[src/design/glyph_layout_with_wrap_top_defines.svh]
// Assertion macros shared by the glyph layout block.
`ifndef GLYPH_LAYOUT_WITH_WRAP_TOP_DEFINES_SVH
`define GLYPH_LAYOUT_WITH_WRAP_TOP_DEFINES_SVH

// Same-cycle implication, sampled on clk and disabled during reset.
`define GLW_ASSERT_NOW(label, ante, cons, msg) \
  label: assert property (@(posedge clk) disable iff (rst) (ante) |-> (cons)) \
    else $error(msg);

// Next-cycle implication, sampled on clk and disabled during reset.
`define GLW_ASSERT_NEXT(label, ante, cons, msg) \
  label: assert property (@(posedge clk) disable iff (rst) (ante) |=> (cons)) \
    else $error(msg);

`endif

[src/design/glw_pkg.sv]
// Shared types, codes and constants of the glyph layout block.
package glw_pkg;

  localparam int CODE_POINTS_DEF         = 65536;
  localparam int SCALE_FRACTION_BITS_DEF = 8;
  localparam int COORD_BITS_DEF          = 16;

  // Depth of the job queue between the front and the back.
  localparam int QUEUE_DEPTH = 4;

  // Width of unscaled-times-scale products and the sizes derived from them.
  localparam int SIZE_W = 17;

  localparam int REG_INDEX_W = 4;

  localparam logic [1:0] ACT_LOAD  = 2'd0;
  localparam logic [1:0] ACT_CHAR  = 2'd1;
  localparam logic [1:0] ACT_START = 2'd2;

  localparam logic [REG_INDEX_W-1:0] REG_ORIGIN_X   = 4'd0;
  localparam logic [REG_INDEX_W-1:0] REG_ORIGIN_Y   = 4'd1;
  localparam logic [REG_INDEX_W-1:0] REG_WRAP_LIMIT = 4'd2;
  localparam logic [REG_INDEX_W-1:0] REG_SCALE      = 4'd3;

  localparam logic [15:0] ORIGIN_RESET = 16'd0;
  localparam logic [15:0] WRAP_RESET   = 16'd32767;
  localparam logic [11:0] SCALE_RESET  = 12'd256;

  localparam logic [15:0] NEWLINE_CODE = 16'd10;
  localparam logic [14:0] BOX_MAX      = 15'h7FFF;

  typedef struct packed {
    logic [1:0]  action;
    logic [15:0] code_point;
    logic        width_bit;
  } item_t;

  typedef struct packed {
    logic               glyph_valid;
    logic [7:0]         atlas_page;
    logic [7:0]         src_x;
    logic [7:0]         src_y;
    logic [4:0]         src_w;
    logic signed [15:0] dst_x;
    logic signed [15:0] dst_y;
    logic [8:0]         dst_w;
    logic [8:0]         dst_h;
    logic [14:0]        box_right;
    logic [14:0]        box_bottom;
  } result_t;

  typedef struct packed {
    logic [15:0] origin_x;
    logic [15:0] origin_y;
    logic [15:0] wrap_limit;
    logic [11:0] scale;
  } cfg_t;

  // One classified item travelling from the front to the back.
  typedef struct packed {
    logic        is_start;
    logic [15:0] code_point;
    logic        full_width;
  } job_t;

endpackage

[src/design/glw_back.sv]
// Back end: pen tracking with wrap, glyph geometry and the running bounding box.
module glw_back #(
  parameter int SCALE_FRACTION_BITS = glw_pkg::SCALE_FRACTION_BITS_DEF,
  parameter int COORD_BITS          = glw_pkg::COORD_BITS_DEF
) (
  input  logic             clk,
  input  logic             rst,
  input  glw_pkg::cfg_t    cfg,
  input  glw_pkg::job_t    job,
  input  logic             empty,
  output logic             pop,
  output logic             result_valid,
  input  logic             result_ready,
  output glw_pkg::result_t result
);

  localparam int F  = SCALE_FRACTION_BITS;
  localparam int CW = COORD_BITS;
  localparam int SW = glw_pkg::SIZE_W;
  localparam int EW = ((CW > SW) ? CW : SW) + 2;

  localparam longint COORD_HI_L = (longint'(1) <<< (CW - 1)) - 1;
  localparam logic signed [EW-1:0] COORD_HI = EW'(COORD_HI_L);
  localparam logic signed [EW-1:0] COORD_LO = EW'(-COORD_HI_L - 1);
  localparam logic signed [EW-1:0] BOX_LIM  = EW'(glw_pkg::BOX_MAX);
  localparam logic [SW-1:0]        ROUND    = SW'((longint'(1) <<< F) - 1);

  function automatic logic signed [CW-1:0] clamp(input logic signed [EW-1:0] v);
    logic signed [CW-1:0] r;
    if (v > COORD_HI) begin
      r = COORD_HI[CW-1:0];
    end else if (v < COORD_LO) begin
      r = COORD_LO[CW-1:0];
    end else begin
      r = v[CW-1:0];
    end
    return r;
  endfunction

  function automatic logic [14:0] box_max(input logic [14:0] cur,
                                          input logic signed [EW-1:0] edge_v);
    logic signed [EW-1:0] cur_e;
    logic [14:0]          r;
    cur_e = EW'(cur);
    if (edge_v > cur_e) begin
      r = (edge_v > BOX_LIM) ? glw_pkg::BOX_MAX : edge_v[14:0];
    end else begin
      r = cur;
    end
    return r;
  endfunction

  // Sizes that depend on the scale register alone.
  logic [SW-1:0] wide_half, wide_full, dw_half, dw_full, adv;
  assign wide_half = SW'({cfg.scale, 3'b000});
  assign wide_full = SW'({cfg.scale, 4'b0000});
  assign dw_half   = (wide_half + ROUND) >> F;
  assign dw_full   = (wide_full + ROUND) >> F;
  assign adv       = wide_full >> F;

  logic signed [CW-1:0] org_x, org_y;
  logic signed [EW-1:0] wl_e;
  assign org_x = clamp(EW'($signed(cfg.origin_x)));
  assign org_y = clamp(EW'($signed(cfg.origin_y)));
  assign wl_e  = EW'($signed(cfg.wrap_limit));

  // Pen state, updated as each job leaves the queue.
  logic signed [CW-1:0] pen_x, pen_y;
  logic signed [CW-1:0] pen_x_next, pen_y_next;

  logic [SW-1:0]        dw_sel;
  logic signed [EW-1:0] dw_e, adv_e, sum_x, org_sum;
  logic signed [CW-1:0] y1, y_nl, base_x, base_y, x_glyph;
  logic                 wrap, is_nl;

  assign dw_sel  = job.full_width ? dw_full : dw_half;
  assign dw_e    = EW'(dw_sel);
  assign adv_e   = EW'(adv);
  assign sum_x   = EW'(pen_x) + dw_e;
  assign org_sum = EW'(org_x) + dw_e;
  // With a ceiling width, pen plus width beyond the limit matches the exact product test.
  assign wrap    = sum_x > wl_e;
  assign y1      = clamp(EW'(pen_y) + adv_e);
  assign base_x  = wrap ? org_x : pen_x;
  assign base_y  = wrap ? y1 : pen_y;
  assign y_nl    = clamp(EW'(base_y) + adv_e);
  assign x_glyph = clamp(wrap ? org_sum : sum_x);
  assign is_nl   = (job.code_point == glw_pkg::NEWLINE_CODE);

  always_comb begin
    if (job.is_start) begin
      pen_x_next = org_x;
      pen_y_next = org_y;
    end else if (is_nl) begin
      pen_x_next = org_x;
      pen_y_next = y_nl;
    end else begin
      pen_x_next = x_glyph;
      pen_y_next = base_y;
    end
  end

  // Placement stage between the pen logic and the box logic.
  logic                 b1_valid, b1_start, b1_nl, b1_full;
  logic [15:0]          b1_cp;
  logic signed [CW-1:0] b1_dx, b1_dy;
  logic [SW-1:0]        b1_dw, b1_dh;
  logic                 out_free, b1_adv, b1_load;

  assign out_free = !result_valid || result_ready;
  assign b1_adv   = b1_valid && (b1_start || out_free);
  assign b1_load  = !b1_valid || b1_adv;
  assign pop      = !empty && b1_load;

  always_ff @(posedge clk) begin
    if (rst) begin
      pen_x    <= '0;
      pen_y    <= '0;
      b1_valid <= 1'b0;
    end else begin
      if (pop) begin
        pen_x <= pen_x_next;
        pen_y <= pen_y_next;
      end
      if (pop) begin
        b1_valid <= 1'b1;
      end else if (b1_adv) begin
        b1_valid <= 1'b0;
      end
    end
  end

  always_ff @(posedge clk) begin
    if (pop) begin
      b1_start <= job.is_start;
      b1_nl    <= is_nl;
      b1_full  <= job.full_width;
      b1_cp    <= job.code_point;
      b1_dx    <= base_x;
      b1_dy    <= base_y;
      b1_dw    <= dw_sel;
      b1_dh    <= dw_full;
    end
  end

  // Bounding box.
  logic [14:0]          right_extent, bottom_extent;
  logic [14:0]          right_new, bottom_new;
  logic signed [EW-1:0] edge_r, edge_b;

  assign edge_r     = EW'(b1_dx) + EW'(b1_dw);
  assign edge_b     = EW'(b1_dy) + EW'(b1_dh);
  assign right_new  = box_max(right_extent, edge_r);
  assign bottom_new = box_max(bottom_extent, edge_b);

  always_ff @(posedge clk) begin
    if (rst) begin
      right_extent  <= '0;
      bottom_extent <= '0;
      result_valid  <= 1'b0;
    end else begin
      if (b1_adv && b1_start) begin
        right_extent  <= '0;
        bottom_extent <= '0;
      end else if (b1_adv && !b1_nl) begin
        right_extent  <= right_new;
        bottom_extent <= bottom_new;
      end
      if (b1_adv && !b1_start) begin
        result_valid <= 1'b1;
      end else if (result_ready) begin
        result_valid <= 1'b0;
      end
    end
  end

  always_ff @(posedge clk) begin
    if (b1_adv && !b1_start) begin
      if (b1_nl) begin
        result <= '0;
      end else begin
        result.glyph_valid <= 1'b1;
        result.atlas_page  <= b1_cp[15:8];
        result.src_x       <= {b1_cp[3:0], 4'b0000};
        result.src_y       <= {b1_cp[7:4], 4'b0000};
        result.src_w       <= b1_full ? 5'd16 : 5'd8;
        result.dst_x       <= 16'(b1_dx);
        result.dst_y       <= 16'(b1_dy);
        result.dst_w       <= b1_dw[8:0];
        result.dst_h       <= b1_dh[8:0];
        result.box_right   <= right_new;
        result.box_bottom  <= bottom_new;
      end
    end
  end

endmodule

[config.mk]
export PLATFORM = sky130hd
export DESIGN_NAME = glw_back
export DESIGN_NICKNAME = d
export VERILOG_FILES = /design/src/design/glyph_layout_with_wrap_top_defines.svh /design/src/design/glw_pkg.sv /design/src/design/glw_back.sv
export SDC_FILE = /design/constraint.sdc
export NUM_CORES = 1
export LEC_CHECK = 0
export ABC_AREA = 1
export BUFFER_PORTS_ARGS = -buffer_cell sky130_fd_sc_hd__buf_2
export CORE_ASPECT_RATIO = 1.4
export CORE_MARGIN = 2
export CORE_UTILIZATION = 35
export CTS_CLUSTER_DIAMETER = 80
export DETAILED_ROUTE_END_ITERATION = 6
export HOLD_SLACK_MARGIN = 0.05
export PLACE_DENSITY = 0.55
export SLEW_MARGIN = 15
export SYNTH_ARGS = -nofsm -noshare
export SYNTH_HDL_FRONTEND = slang
export SYNTH_SLANG_ARGS = --single-unit
export TNS_END_PERCENT = 50
[constraint.sdc]
create_clock -name clk -period 9.4 [get_ports clk]
set_input_delay 0.47 -clock clk [delete_from_list [all_inputs] [get_ports clk]]
set_output_delay 0.47 -clock clk [all_outputs]
set_load 0.02 [all_outputs]
==> summary.txt <==
Run status
  • Run status: finished, final reports clean

Worst setup path
  • Crit path max-delay cell type: fa_1
  • Largest stage delay, worst path: just under 0.4 ns
  • Crit path DAT: a little over 8 ns
  • CP Data Required Time: about 10 ns
  • Crit Path Category: in2reg
  • Crit path max fanout: 17
  • Worst r2r src: pen_x[0]
  • Crit path launch: cfg[2]
  • Crit-path most repeated cell: nand2_1
  • Crit end category: flip-flop
  • Startpoint types: input pin

Synth
  • Post-synthesis cell count: around 1,800
  • Post-synthesis mux area share: 0%
  • Yosys top cell area share: 34.3%
  • Synth Area in XOR/XNOR: 3.52%
  • Largest family of logic cells by synthesized area: simple AND/OR/NAND/NOR gates
  • Synth Area in Simple Gates: about 21%
  • Yosys top cell by area: edfxtp_1
  • Synth Register Bits: ~230
  • Syn Area/Cell: around 8 sq um
  • Synth top area cells: edfxtp_1 (34%), nand2_1 (9.3%), dfxtp_1 (8.7%)
  • Most used DFF post-synth: edfxtp_1
  • Count of cell types in the netlist: 60
  • Yosys warning total: 0
  • Compound-gate portion of the synthesized area: between 10% and 20%
  • Post-synthesis sequential area ratio: a little over two fifths
  • Ys async rst share: 0%
  • Adder-Cell Fraction of Synth Area: 9.25%
  • EDFF count, synth: between 150 and 200
  • Netlist Area Pre-Place: about 0.015 sq mm

CTS
  • Clock latency on the worst-skew pair: ~0.54 ns
  • # hold bufs at CTS: 0
  • Cts bufs inserted: 25
  • Setup Buffers After CTS: 0
  • CTS Root Cell: clkbuf_16
  • Clk buf depth: 3
  • Post-CTS Resized: 0
  • CTS tree: built
  • H-tree lvl count: 1
  • TritonCTS sink count: approximately 230
  • Clock transition at path regs: 0.07 ns

Global routing
  • Total GRT Usage: 18.4%
  • Antenna violations before repair: 0
  • First-pass GRT wire length: between 60 and 70 mm
  • Largest net degree at the start of global routing: 78
  • Vias in the first global route: ~12,000
  • GRT overflow: 0

Route
  • Initial drt markers: 642
  • First-pass DRT Iterations: 6
  • Routed Antenna Nets: 0
  • Final wirelength: 40.6 mm
  • Wire per inst: approximately 16 um
  • Vias per inst: around 4.9
  • Via Count: between 10,000 and 15,000
  • Residual DRC: 0

Floorplan
  • Initial core utilization: between 30% and 40%
  • Die Ht: 246 um
  • # IOs: roughly 190
  • Core area: approximately 0.041 sq mm
  • Die ar.: ~0.044 sq mm
  • Chip Width: 177 um
  • Row count: just under 90

STA
  • Fin crit share: slightly above 80%
  • RSZ-0062 raised after global routing: no
  • Worst slew pin tran: around 1.0 ns
  • Setup TNS: 0 ns
  • Endpoints failing setup: 0
  • Rel. slew slack: a little under a third
  • Final hold vios: 0
  • Worst setup margin: 1.80 ns
  • Tightest hold margin: around 0.14 ns
  • FMAX: roughly 130 MHz
  • Tmin final: ~7.6 ns
  • Final-report max-slew violation count: 0
  • Worst Clk Skew: 0.0110 ns

Cells and area
  • Total Nets Final: 2,177
  • Area delta synth->final: 14.7%
  • Antenna fix cells: 0
  • Most frequent cells in the layout: nand2_1 (363), inv_1 (311), nor2_1 (183), buf_2 (182), edfxtp_1 (168)
  • Fillcell total: ~4,300
  • Layout cells sized above 1: between 10% and 20%
  • Final core occ: around two fifths
  • Footprint of the multi-input gates: approximately 0.0069 sq mm
  • Register area: approximately 0.0063 sq mm
  • Commonest non-fill, non-tap cell in the layout: nand2_1

Job
  • Max Cap Viol: 0

Power
  • Pwr Total: ~3 mW
  • Worst vdd ir: 116 uV
  • PD cells: between 150 and 200 mW/mm^2
  • Pleak: about 8 nW

Placement
  • Gpl congestion: roughly 0.89
  • DP HPWL: 31.3 mm
  • Port bufs: about 180
  • Dpl ws: approximately 1.2 ns

Hold path
  • Hold Path Class: in2reg
  • Hold_sp: job[15]
==> power by group <==
group	leakage, nW	internal [mW]	switching (mW)
sequential	2.14	1.19	0.0496
combinational	5.45	0.306	0.582
clock	0.387	0.537	0.420
==> flip-flops by register name, indices dropped and copies added, names as in the netlist <==
| signal | cells |
|---|---|
| result_valid | 1 |
| b1_nl | 1 |
| result | 99 |
| b1_valid | 1 |
| b1_dy | 16 |
| pen_x | 16 |
| b1_dh | 9 |
| bottom_extent | 15 |
| b1_dw | 9 |
| right_extent | 15 |
| b1_start | 1 |
| b1_cp | 16 |
| pen_y | 16 |
| b1_dx | 16 |
| b1_full | 1 |
==> critical path: cells and delay by family <==
kind	cells	cell delay, ns
and+or+nand+nor	33	3.58
AOI/OAI and AO/OA	9	1.38
adders and majority gates	4	1.26
buffers and inverters	14	1.13
xor gates and xnor gates	1	0.21
==> metrics by stage <==
stage / instance area [sq um] / instances
CTS: 16900 / 2549
finish: 16900 / 2549
global placement: 16100 / 2503
floorplan: 14700 / 1841
global route: 16900 / 2549
detailed placement: 16100 / 2503
==> cell usage after synthesis, drive strengths merged, types with 13 or more instances <==
master / instances
nand2: 381
inv: 316
nor2: 198
edfxtp: 168
a21oi: 164
o21ai: 126
ha: 99
nand3: 70
dfxtp: 64
clkbuf: 49
xor2: 49
o211ai: 34
buf: 20
nand4: 14
nor3: 13
==> cell type report <==
class	instances	share of cell area, %
clock buffer	32	3.99
clock inverter	14	0.668
inverter	318	7.10
multi-input combinational	1222	40.9
sequential	232	37.5
tap	540	4.01
timing repair buffer	191	5.80
==> cells by family after synthesis <==
logic type / Yosys count
AO/OA/AOI/OAI: 351
flip-flops: 232
buffers and inverters: 387
adder cells (fa/ha/maj): 105
XOR/XNOR: 59
AND/OR/NAND/NOR: 696
other: 1
==> per-layer routing <==
metal	GRT usage, %	wire, um
met3	1.73	1930
met4	6.54	1220
met5	0	0
met2	32.7	19900
met1	23.1	17600
==> worst paths after layout <==
path              slack, ns   endpoint  cells past startpoint
setup / recovery       1.80  pen_y[12]                     61
hold / removal         0.14  b1_cp[14]                      1
setup reg to reg       2.76  pen_y[12]                     45
hold reg to reg        0.47  pen_x[14]                      2
No activity file was read; power rests on OpenSTA's default activity.
