<file path="src/design/glyph_layout_with_wrap_top_defines.svh">
// Assertion macros shared by the glyph layout block.
`ifndef GLYPH_LAYOUT_WITH_WRAP_TOP_DEFINES_SVH
`define GLYPH_LAYOUT_WITH_WRAP_TOP_DEFINES_SVH

// Same-cycle implication, sampled on clk and disabled during reset.
`define GLW_ASSERT_NOW(label, ante, cons, msg) \
  label: assert property (@(posedge clk) disable iff (rst) (ante) |-> (cons)) \
    else $error(msg);

// Next-cycle implication, sampled on clk and disabled during reset.
`define GLW_ASSERT_NEXT(label, ante, cons, msg) \
  label: assert property (@(posedge clk) disable iff (rst) (ante) |=> (cons)) \
    else $error(msg);

`endif

</file>
<file path="src/design/glw_pkg.sv">
// Shared types, codes and constants of the glyph layout block.
package glw_pkg;

  localparam int CODE_POINTS_DEF         = 65536;
  localparam int SCALE_FRACTION_BITS_DEF = 8;
  localparam int COORD_BITS_DEF          = 16;

  // Depth of the job queue between the front and the back.
  localparam int QUEUE_DEPTH = 4;

  // Width of unscaled-times-scale products and the sizes derived from them.
  localparam int SIZE_W = 17;

  localparam int REG_INDEX_W = 4;

  localparam logic [1:0] ACT_LOAD  = 2'd0;
  localparam logic [1:0] ACT_CHAR  = 2'd1;
  localparam logic [1:0] ACT_START = 2'd2;

  localparam logic [REG_INDEX_W-1:0] REG_ORIGIN_X   = 4'd0;
  localparam logic [REG_INDEX_W-1:0] REG_ORIGIN_Y   = 4'd1;
  localparam logic [REG_INDEX_W-1:0] REG_WRAP_LIMIT = 4'd2;
  localparam logic [REG_INDEX_W-1:0] REG_SCALE      = 4'd3;

  localparam logic [15:0] ORIGIN_RESET = 16'd0;
  localparam logic [15:0] WRAP_RESET   = 16'd32767;
  localparam logic [11:0] SCALE_RESET  = 12'd256;

  localparam logic [15:0] NEWLINE_CODE = 16'd10;
  localparam logic [14:0] BOX_MAX      = 15'h7FFF;

  typedef struct packed {
    logic [1:0]  action;
    logic [15:0] code_point;
    logic        width_bit;
  } item_t;

  typedef struct packed {
    logic               glyph_valid;
    logic [7:0]         atlas_page;
    logic [7:0]         src_x;
    logic [7:0]         src_y;
    logic [4:0]         src_w;
    logic signed [15:0] dst_x;
    logic signed [15:0] dst_y;
    logic [8:0]         dst_w;
    logic [8:0]         dst_h;
    logic [14:0]        box_right;
    logic [14:0]        box_bottom;
  } result_t;

  typedef struct packed {
    logic [15:0] origin_x;
    logic [15:0] origin_y;
    logic [15:0] wrap_limit;
    logic [11:0] scale;
  } cfg_t;

  // One classified item travelling from the front to the back.
  typedef struct packed {
    logic        is_start;
    logic [15:0] code_point;
    logic        full_width;
  } job_t;

endpackage

</file>
<file path="src/design/glw_queue.sv">
// Short job queue that decouples the front end from the layout back end.
module glw_queue #(
  parameter int DEPTH = glw_pkg::QUEUE_DEPTH
) (
  input  logic          clk,
  input  logic          rst,
  input  logic          push,
  input  glw_pkg::job_t din,
  input  logic          pop,
  output glw_pkg::job_t dout,
  output logic          full,
  output logic          empty
);

  localparam int PW = $clog2(DEPTH);

  glw_pkg::job_t   slots [DEPTH];
  logic [PW-1:0]   wr_ptr;
  logic [PW-1:0]   rd_ptr;
  logic [PW:0]     count;

  assign full  = (count == (PW + 1)'(DEPTH));
  assign empty = (count == '0);
  assign dout  = slots[rd_ptr];

  always_ff @(posedge clk) begin
    if (rst) begin
      wr_ptr <= '0;
      rd_ptr <= '0;
      count  <= '0;
    end else begin
      if (push) begin
        wr_ptr <= (wr_ptr == PW'(DEPTH - 1)) ? '0 : wr_ptr + 1'b1;
      end
      if (pop) begin
        rd_ptr <= (rd_ptr == PW'(DEPTH - 1)) ? '0 : rd_ptr + 1'b1;
      end
      if (push && !pop) begin
        count <= count + 1'b1;
      end else if (pop && !push) begin
        count <= count - 1'b1;
      end
    end
  end

  always_ff @(posedge clk) begin
    if (push) begin
      slots[wr_ptr] <= din;
    end
  end

endmodule

</file>
<file path="config.mk">
export PLATFORM = sky130hd
export DESIGN_NAME = glw_queue
export DESIGN_NICKNAME = d
export VERILOG_FILES = /design/src/design/glyph_layout_with_wrap_top_defines.svh /design/src/design/glw_pkg.sv /design/src/design/glw_queue.sv
export SDC_FILE = /design/constraint.sdc
export NUM_CORES = 1
export LEC_CHECK = 0
export CAP_MARGIN = 20
export CORE_AREA = 2 2 75 77
export CTS_CLUSTER_SIZE = 8
export DETAILED_ROUTE_END_ITERATION = 10
export DIE_AREA = 0 0 77 79
export DONT_BUFFER_PORTS = 1
export PLACE_DENSITY_LB_ADDON = 0.25
export SLEW_MARGIN = 10
export SYNTH_ARGS = -nofsm -noshare
export SYNTH_HDL_FRONTEND = slang
export SYNTH_SLANG_ARGS = --single-unit
</file>
<file path="constraint.sdc">
create_clock -name clk -period 3.7 [get_ports clk]
set_input_delay 0.74 -clock clk [delete_from_list [all_inputs] [get_ports clk]]
set_output_delay 0.74 -clock clk [all_outputs]
set_load 0.01 [all_outputs]
</file>
==> results of run 1 <==
## cell families after synthesis
group / synth area share (%)
xor+xnor: 0.5690
mux: 15.44
buf+inv: 1.828
flops: 76.07
compound gates: 0.4875
simple gates: 2.519
fa+ha+maj: 3.088
## layout make-up
class,instances,area [um^2]
Clock buffer,10,127.6
Tap cell,72,90.09
Fill cell,407,2049
Multi-Input combinational cell,49,680.7
Timing Repair Buffer,1,7.507
Clock inverter,6,25.02
Sequential cell,81,2342
Inverter,4,15.01
## critical path: stages, from the launching register on
cell and delay, ns:
sky130_fd_sc_hd__dfxtp_1 0.53, sky130_fd_sc_hd__buf_4 0.33, sky130_fd_sc_hd__mux4_1 0.65
## per-layer routing
layer	share of wire (%)	GRT usage (%)	up-vias	routed length, um
met5	0	0	-	0
met4	0.53	8.571	0	24
met3	7.3	7.727	2	332
met2	56	29.65	33	2536
met1	37	17.90	644	1668
li1	-	-	573	-
## cell usage after synthesis, drive strengths merged
cell type | count | area, um^2
edfxtp | 72 | 2162
mux4 | 18 | 435.4
dfxtp | 9 | 180.2
nor2 | 7 | 26.28
ha | 6 | 75.07
and2 | 4 | 25.02
buf | 4 | 41.29
inv | 4 | 15.01
mux2i | 4 | 40.04
a21oi | 2 | 10.01
nor3b | 2 | 15.01
xor2 | 2 | 17.52
fa | 1 | 20.02
nor3 | 1 | 5.000
o21ai | 1 | 5.000
or3 | 1 | 6.260
## where the power goes
| group | total (W) | internal [W] | switching, W |
|---|---|---|---|
| registers | 0.00107 | 0.00104 | 0.0000251 |
| clock network | 0.000506 | 0.000232 | 0.000274 |
| logic | 0.000128 | 0.0000580 | 0.0000701 |
| total | 0.00170 | 0.00133 | 0.000369 |
## stage by stage
step	utilization, %	std cells	setup slack [ns]	area (um^2)	power, W
2_1_floorplan	-	138	1.698	3079	0.001194
3_3_place_gp	58.74	207	1.438	3136	0.001212
3_5_place_dp	58.74	207	1.427	3136	0.001223
4_1_cts	61.60	223	1.041	3288	0.001724
5_1_grt	61.60	223	0.9556	3288	0.001780
6_report	61.60	223	1.102	3288	0.001704
## sequential cells by signal, indices dropped and copies added (netlist names), named ones only
register and flops:
slots 72, rd_ptr 2, count 3, wr_ptr 2
## final timing paths
kind,slack [ns],start,cells after the start,end
min reg2reg,0.53,count[2],2,count[2]
min,0.46,rst,1,wr_ptr[1]
max,1.10,flop,2,dout[9]
max reg2reg,1.97,wr_ptr[0],2,slots[3][12]
==> impl_summary.md, run 1 <==
Run status
The flow ran to the end, and the final reports show no timing, DRC or antenna violations.

Yosys
The number of warnings printed during yosys synthesis is 0. The post-synthesis net count is 167. The synthesized cell area is 3079 um^2.

The number of distinct library cells after synthesis is 19. After synthesis, flip-flops and latches occupy 76.07% of the total area. Synthesis produced 138 cells. In this run, synthesis produced a sequential element count of 81. Averaged over all synthesized cells, the footprint is 22.31 um^2.

CTS
TritonCTS built the clock tree. The number of hold buffers added after CTS was 0. The H-tree depth is 3. Post-CTS timing repair inserted 0 buffers for setup. In this run, post-CTS repair resized a total of 0 instances.

The cell at the root of the clock tree is sky130_fd_sc_hd__clkbuf_8. The clock network latency to the later pin of the worst-skew pair is 0.33 ns. The number of buffers between clock root and the deepest sink is 2. After clock tree synthesis, the clock-pin slew on the worst setup and hold paths is 0.07 ns.

Counting the buffers created by CTS gives 9. The clock sink count is 81.

Placed design
The global placer's final weighted congestion is 0.6330. The number of I/O port buffers is 0. The wire-length estimate of the detail-placed layout is 3025 um.

Floorplanning
The die is 77 um wide. In this run the count of I/O pins placed on the die edge is 42. The total area inside the core boundary comes to 5338 um^2. The die covers 6083 um^2. The initial utilization of the core area, before any placement, comes to 57.69%. The die is 79 um tall. After floorplanning, the core was divided into 27 placement rows.

Drt
The number of vias per cell after detailed routing is 5.614. In the final routed layout, each cell accounts on average for 20.45 um. In the routed design, unresolved DRC markers number 0. Once detail routing completed, the nets flagged for antenna violations numbered 0. The number of iterations in the first detailed-routing pass is 4.

The detailed router's first-iteration violation count is 105. The vias after detailed routing is 1252. The final routed wirelength across all metal layers is 4561 um.

STA
Derived from the worst setup path, the maximum achievable clock frequency is 0.3849 GHz. Setup repair after global routing left no endpoint under its margin. On the final layout, the worst hold slack is 0.4635 ns. The final period utilization is 70.23%. In the final timing run, aggregate negative setup slack is 0 ns. Subtracting the final worst setup slack from the clock period gives 2.598 ns. The final setup skew is 0.008452 ns.

Headroom to the max-slew limit came out at 37.10%. For the pin with the worst max-slew slack, the measured transition is 0.9434 ns. The count of endpoints failing hold in the final timing report is 0.

Setup violations remaining at the end of the flow were counted as 0. The number of pins with negative max-slew slack in the final report is 0.

Setup path
STA classifies the critical path endpoint as an output port. The sort of element at the start of the critical path is a flop. Of all nets on the critical path, the largest fanout is 13. At the worst endpoint, the arrival time is 1.86 ns. The type of the worst setup path is flop to output port.

For the worst setup path, the data required time is 2.96 ns.

Power
The leakage power is 1.084 nW. The power density normalized to cell area is 518.1 nW/um^2. VDD sags by at most 316.1 uV.

Layout
The antenna diode count is 0. For this run, the post-layout net count is 175. Leaving out fill and tap cells, the most frequent cells in the layout are sky130_fd_sc_hd__edfxtp_1 (72), sky130_fd_sc_hd__mux4_2 (10), sky130_fd_sc_hd__dfxtp_1 (9), sky130_fd_sc_hd__clkbuf_8 (9), sky130_fd_sc_hd__mux4_1 (8).

The most common cell after layout, fill and taps aside is sky130_fd_sc_hd__edfxtp_1. The layout cell share with drive strength beyond 1 is 14.57%. Relative to the synthesized area, the layout overhead comes to 6.786%.

Min path
The worst hold-check path type is input pin to flop.

Global route
The pin count of the biggest net entering global routing is 19. The first global-routing pass estimated 7383 um of wire. The number of antenna violations at the first check in global routing is 0.

The final global-route overflow total is 0. The via count of the first global-routing pass is 1441. Global routing used 17.20% of the available tracks across all layers.

Job
The tool flagged a number of max-cap violations equal to 0.
Power figures use the tool's default switching activity.
==> inputs of run 2 (changes only) <==
clock period = 2.5 ns   (was 3.7 ns; I/O delays follow)
==> impl_summary.md, run 2 (synthesis results as in run 1) <==
Global route
The pin count of the biggest net entering global routing came to 19 (unchanged). The total routing resource utilization after global routing was 16.51% (-0.68 points). The final global-route overflow total is 0 (unchanged). The wire length of the first global-routing pass is 7107 um (-3.7%). The via count of the first global-routing pass is 1418 (-1.6%). The number of antenna violations at the first check in global routing is 0 (unchanged).

CTS
The number of buffers created by CTS is 9 (unchanged). The H-tree depth is 3 (unchanged). The clock network latency to the later pin of the worst-skew pair is 0.34 ns (about the same). The tree is rooted in a sky130_fd_sc_hd__clkbuf_8. TritonCTS built the clock tree. The number of setup buffers added after CTS is 0 (unchanged). The clock transition at the register clock pins on the worst setup and hold paths after CTS is 0.08 ns (about the same). The number of buffers between clock root and the deepest sink is 2 (unchanged).

The count of instances resized after the clock tree is built is 0 (unchanged). The clock sink count was 81 (unchanged). The post-cts hold buffer count was 0 (unchanged).

Floorplanning
The starting utilization of the core area is 57.69% (unchanged). The placeable core region was 5338 um^2 (unchanged). The overall die height is 79 um (unchanged). The top-level port count is 42 (unchanged). The die width was 77 um (unchanged).

The die area came to 6083 um^2 (unchanged). The total number of placement rows is 27 (unchanged).

Power
The largest vdd supply drop is 433.7 uV (+37%). The share of total power in sequential cells is 58.7% (-4.1 points). The combinational group share of total power was 7.7% (+0.2 points). The switching share of power came to 21.32% (-0.34 points). The portion of total power attributed to the clock network was 33.7% (+4.0 points). The leakage power came to 1.122 nW (+3.5%).

The internal power is 0.002106 W (+58%). The power spent charging and discharging nets is 0.0005707 W (+55%). The power density normalized to cell area is 798.6 nW/um^2 (+54%).

STA
The final period demand of the worst path is 2.152 ns. The relative slew slack is 38.90% (+1.8 points). The measured slew at the worst slew-check pin was 0.9165 ns (-0.02691 ns). The final total negative setup slack was 0 ns (unchanged).

The final-report setup violation count is 0 (unchanged). The worst slack on hold paths is 0.2276 ns (-0.2359 ns). The final setup skew is 0.007367 ns (-0.001086 ns). The worst path uses 86.09% of the clock period. Setup repair after global routing left no endpoint under its margin. Derived from the worst setup path, the maximum achievable clock frequency is 0.4646 GHz. The number of pins with negative max-slew slack in the final report is 0 (unchanged).

The count of endpoints failing hold in the final timing report is 0 (unchanged).

Drt
The number of routed nets with antenna violations is 0 (unchanged). The number of iterations in the first detailed-routing pass is 4 (unchanged). The number of vias per cell after detailed routing is 5.827 (+3.8%). The final routed wirelength across all metal layers is 4627 um (+1.4%). The detailed router's first-iteration violation count is 64 (-39%). The vias after detailed routing is 1317 (+5.2%). The average wire length per cell after detail routing is 20.47 um (+0.10%). The residual DRC count is 0 (unchanged).

Layout
The synthesis-to-layout area growth is 8.858%. Counting flops per register, the top entry is slots. The most common cell after layout, fill and taps aside is sky130_fd_sc_hd__edfxtp_1.

The largest registers in the layout are slots (72), count (3). The number of flip-flops under the largest register name is 72 (unchanged). The antenna diode count came to 0 (unchanged).

The library cells used most frequently in the layout, excluding fill and tap cells, are sky130_fd_sc_hd__edfxtp_1 (72), sky130_fd_sc_hd__clkbuf_8 (11), sky130_fd_sc_hd__mux4_2 (10). The layout cell share with drive strength beyond 1 came to 18.18% (+3.6 points). The total number of nets in the final design is 178 (+1.7%).

Setup path
The worst setup path is launched from a flop. The type of element capturing the critical path is an output port. The type of the worst setup path is flop to output port. The number of cells on the worst reg-to-reg path is 3 (+1). The setup slack of the most critical reg-to-reg path is 0.81 ns (-1.16 ns). The data arrival time of the critical path is 1.65 ns (-0.21 ns). The startpoint of the lowest-slack register-to-register path is wr_ptr[0]. In this run the critical register-to-register path is captured at slots[2][14]. The worst setup path endpoint is dout[13]. The critical path required time is 2.00 ns (-0.96 ns).

The maximum net fanout on the critical path is 18 (+5).

Placed design
The number of I/O port buffers is 0 (unchanged). The detailed placement HPWL came to 2906 um (-3.9%). The global placer's final weighted congestion is 0.6030 (-4.7%).

Job
The max-cap violation count is 0 (unchanged).

Run status
The run finished with clean final reports.

Min path
In this run the worst hold path is classified as input pin to flop.
-- run 2: worst min path at each step --
stage | from | end | cells after the start
after global placement | count[2] | count[2] | 2
after detailed placement | count[2] | count[2] | 2
after global routing | rst | count[2] | 1
final | rst | wr_ptr[1] | 1
after floorplan | count[2] | count[2] | 2
after CTS | rst | wr_ptr[1] | 1
-- run 2: per-layer routing --
layer | GRT usage (%) | vias up | wire length, um
met1 | 18.09 | 679 | 1788
met3 | 5.795 | 12 | 314
met2 | 27.81 | 43 | 2396
li1 | - | 583 | -
met5 | 0 | - | 0
met4 | 10.18 | 0 | 128
-- run 2: metrics by stage --
stage	area, um^2	total power (W)	cells	util (%)	worst slack (ns)
6_report	3352	0.002677	226	62.80	0.3478
4_1_cts	3352	0.002697	226	62.80	0.3085
5_1_grt	3352	0.002757	226	62.80	0.2509
2_1_floorplan	3079	0.001767	138	-	0.7383
3_5_place_dp	3158	0.001812	210	59.17	0.6151
3_3_place_gp	3158	0.001797	210	59.17	0.6922
-- run 2: worst max-delay path: stages, from the launching register on --
cell                      delay [ns]
sky130_fd_sc_hd__dfxtp_1        0.31
sky130_fd_sc_hd__buf_4          0.31
sky130_fd_sc_hd__mux4_1         0.68
-- run 2: layout make-up --
| type | count | area [um^2] |
|---|---|---|
| inverter | 4 | 15.01 |
| fill | 400 | 1986 |
| clock buffer | 14 | 183.9 |
| sequential | 81 | 2342 |
| clock inverter | 2 | 10.01 |
| timing repair buffer | 4 | 30.03 |
| multi-input combinational | 49 | 680.7 |
| tap | 72 | 90.09 |
-- run 2: power groups by stage --
stage | clock network, W | logic [W] | registers (W)
4_1_cts | 0.000914 | 0.000211 | 0.00157
3_5_place_dp | 0 | 0.000210 | 0.00160
5_1_grt | 0.000955 | 0.000226 | 0.00158
2_1_floorplan | 0 | 0.000174 | 0.00159
3_3_place_gp | 0 | 0.000201 | 0.00160
6_report | 0.000901 | 0.000206 | 0.00157
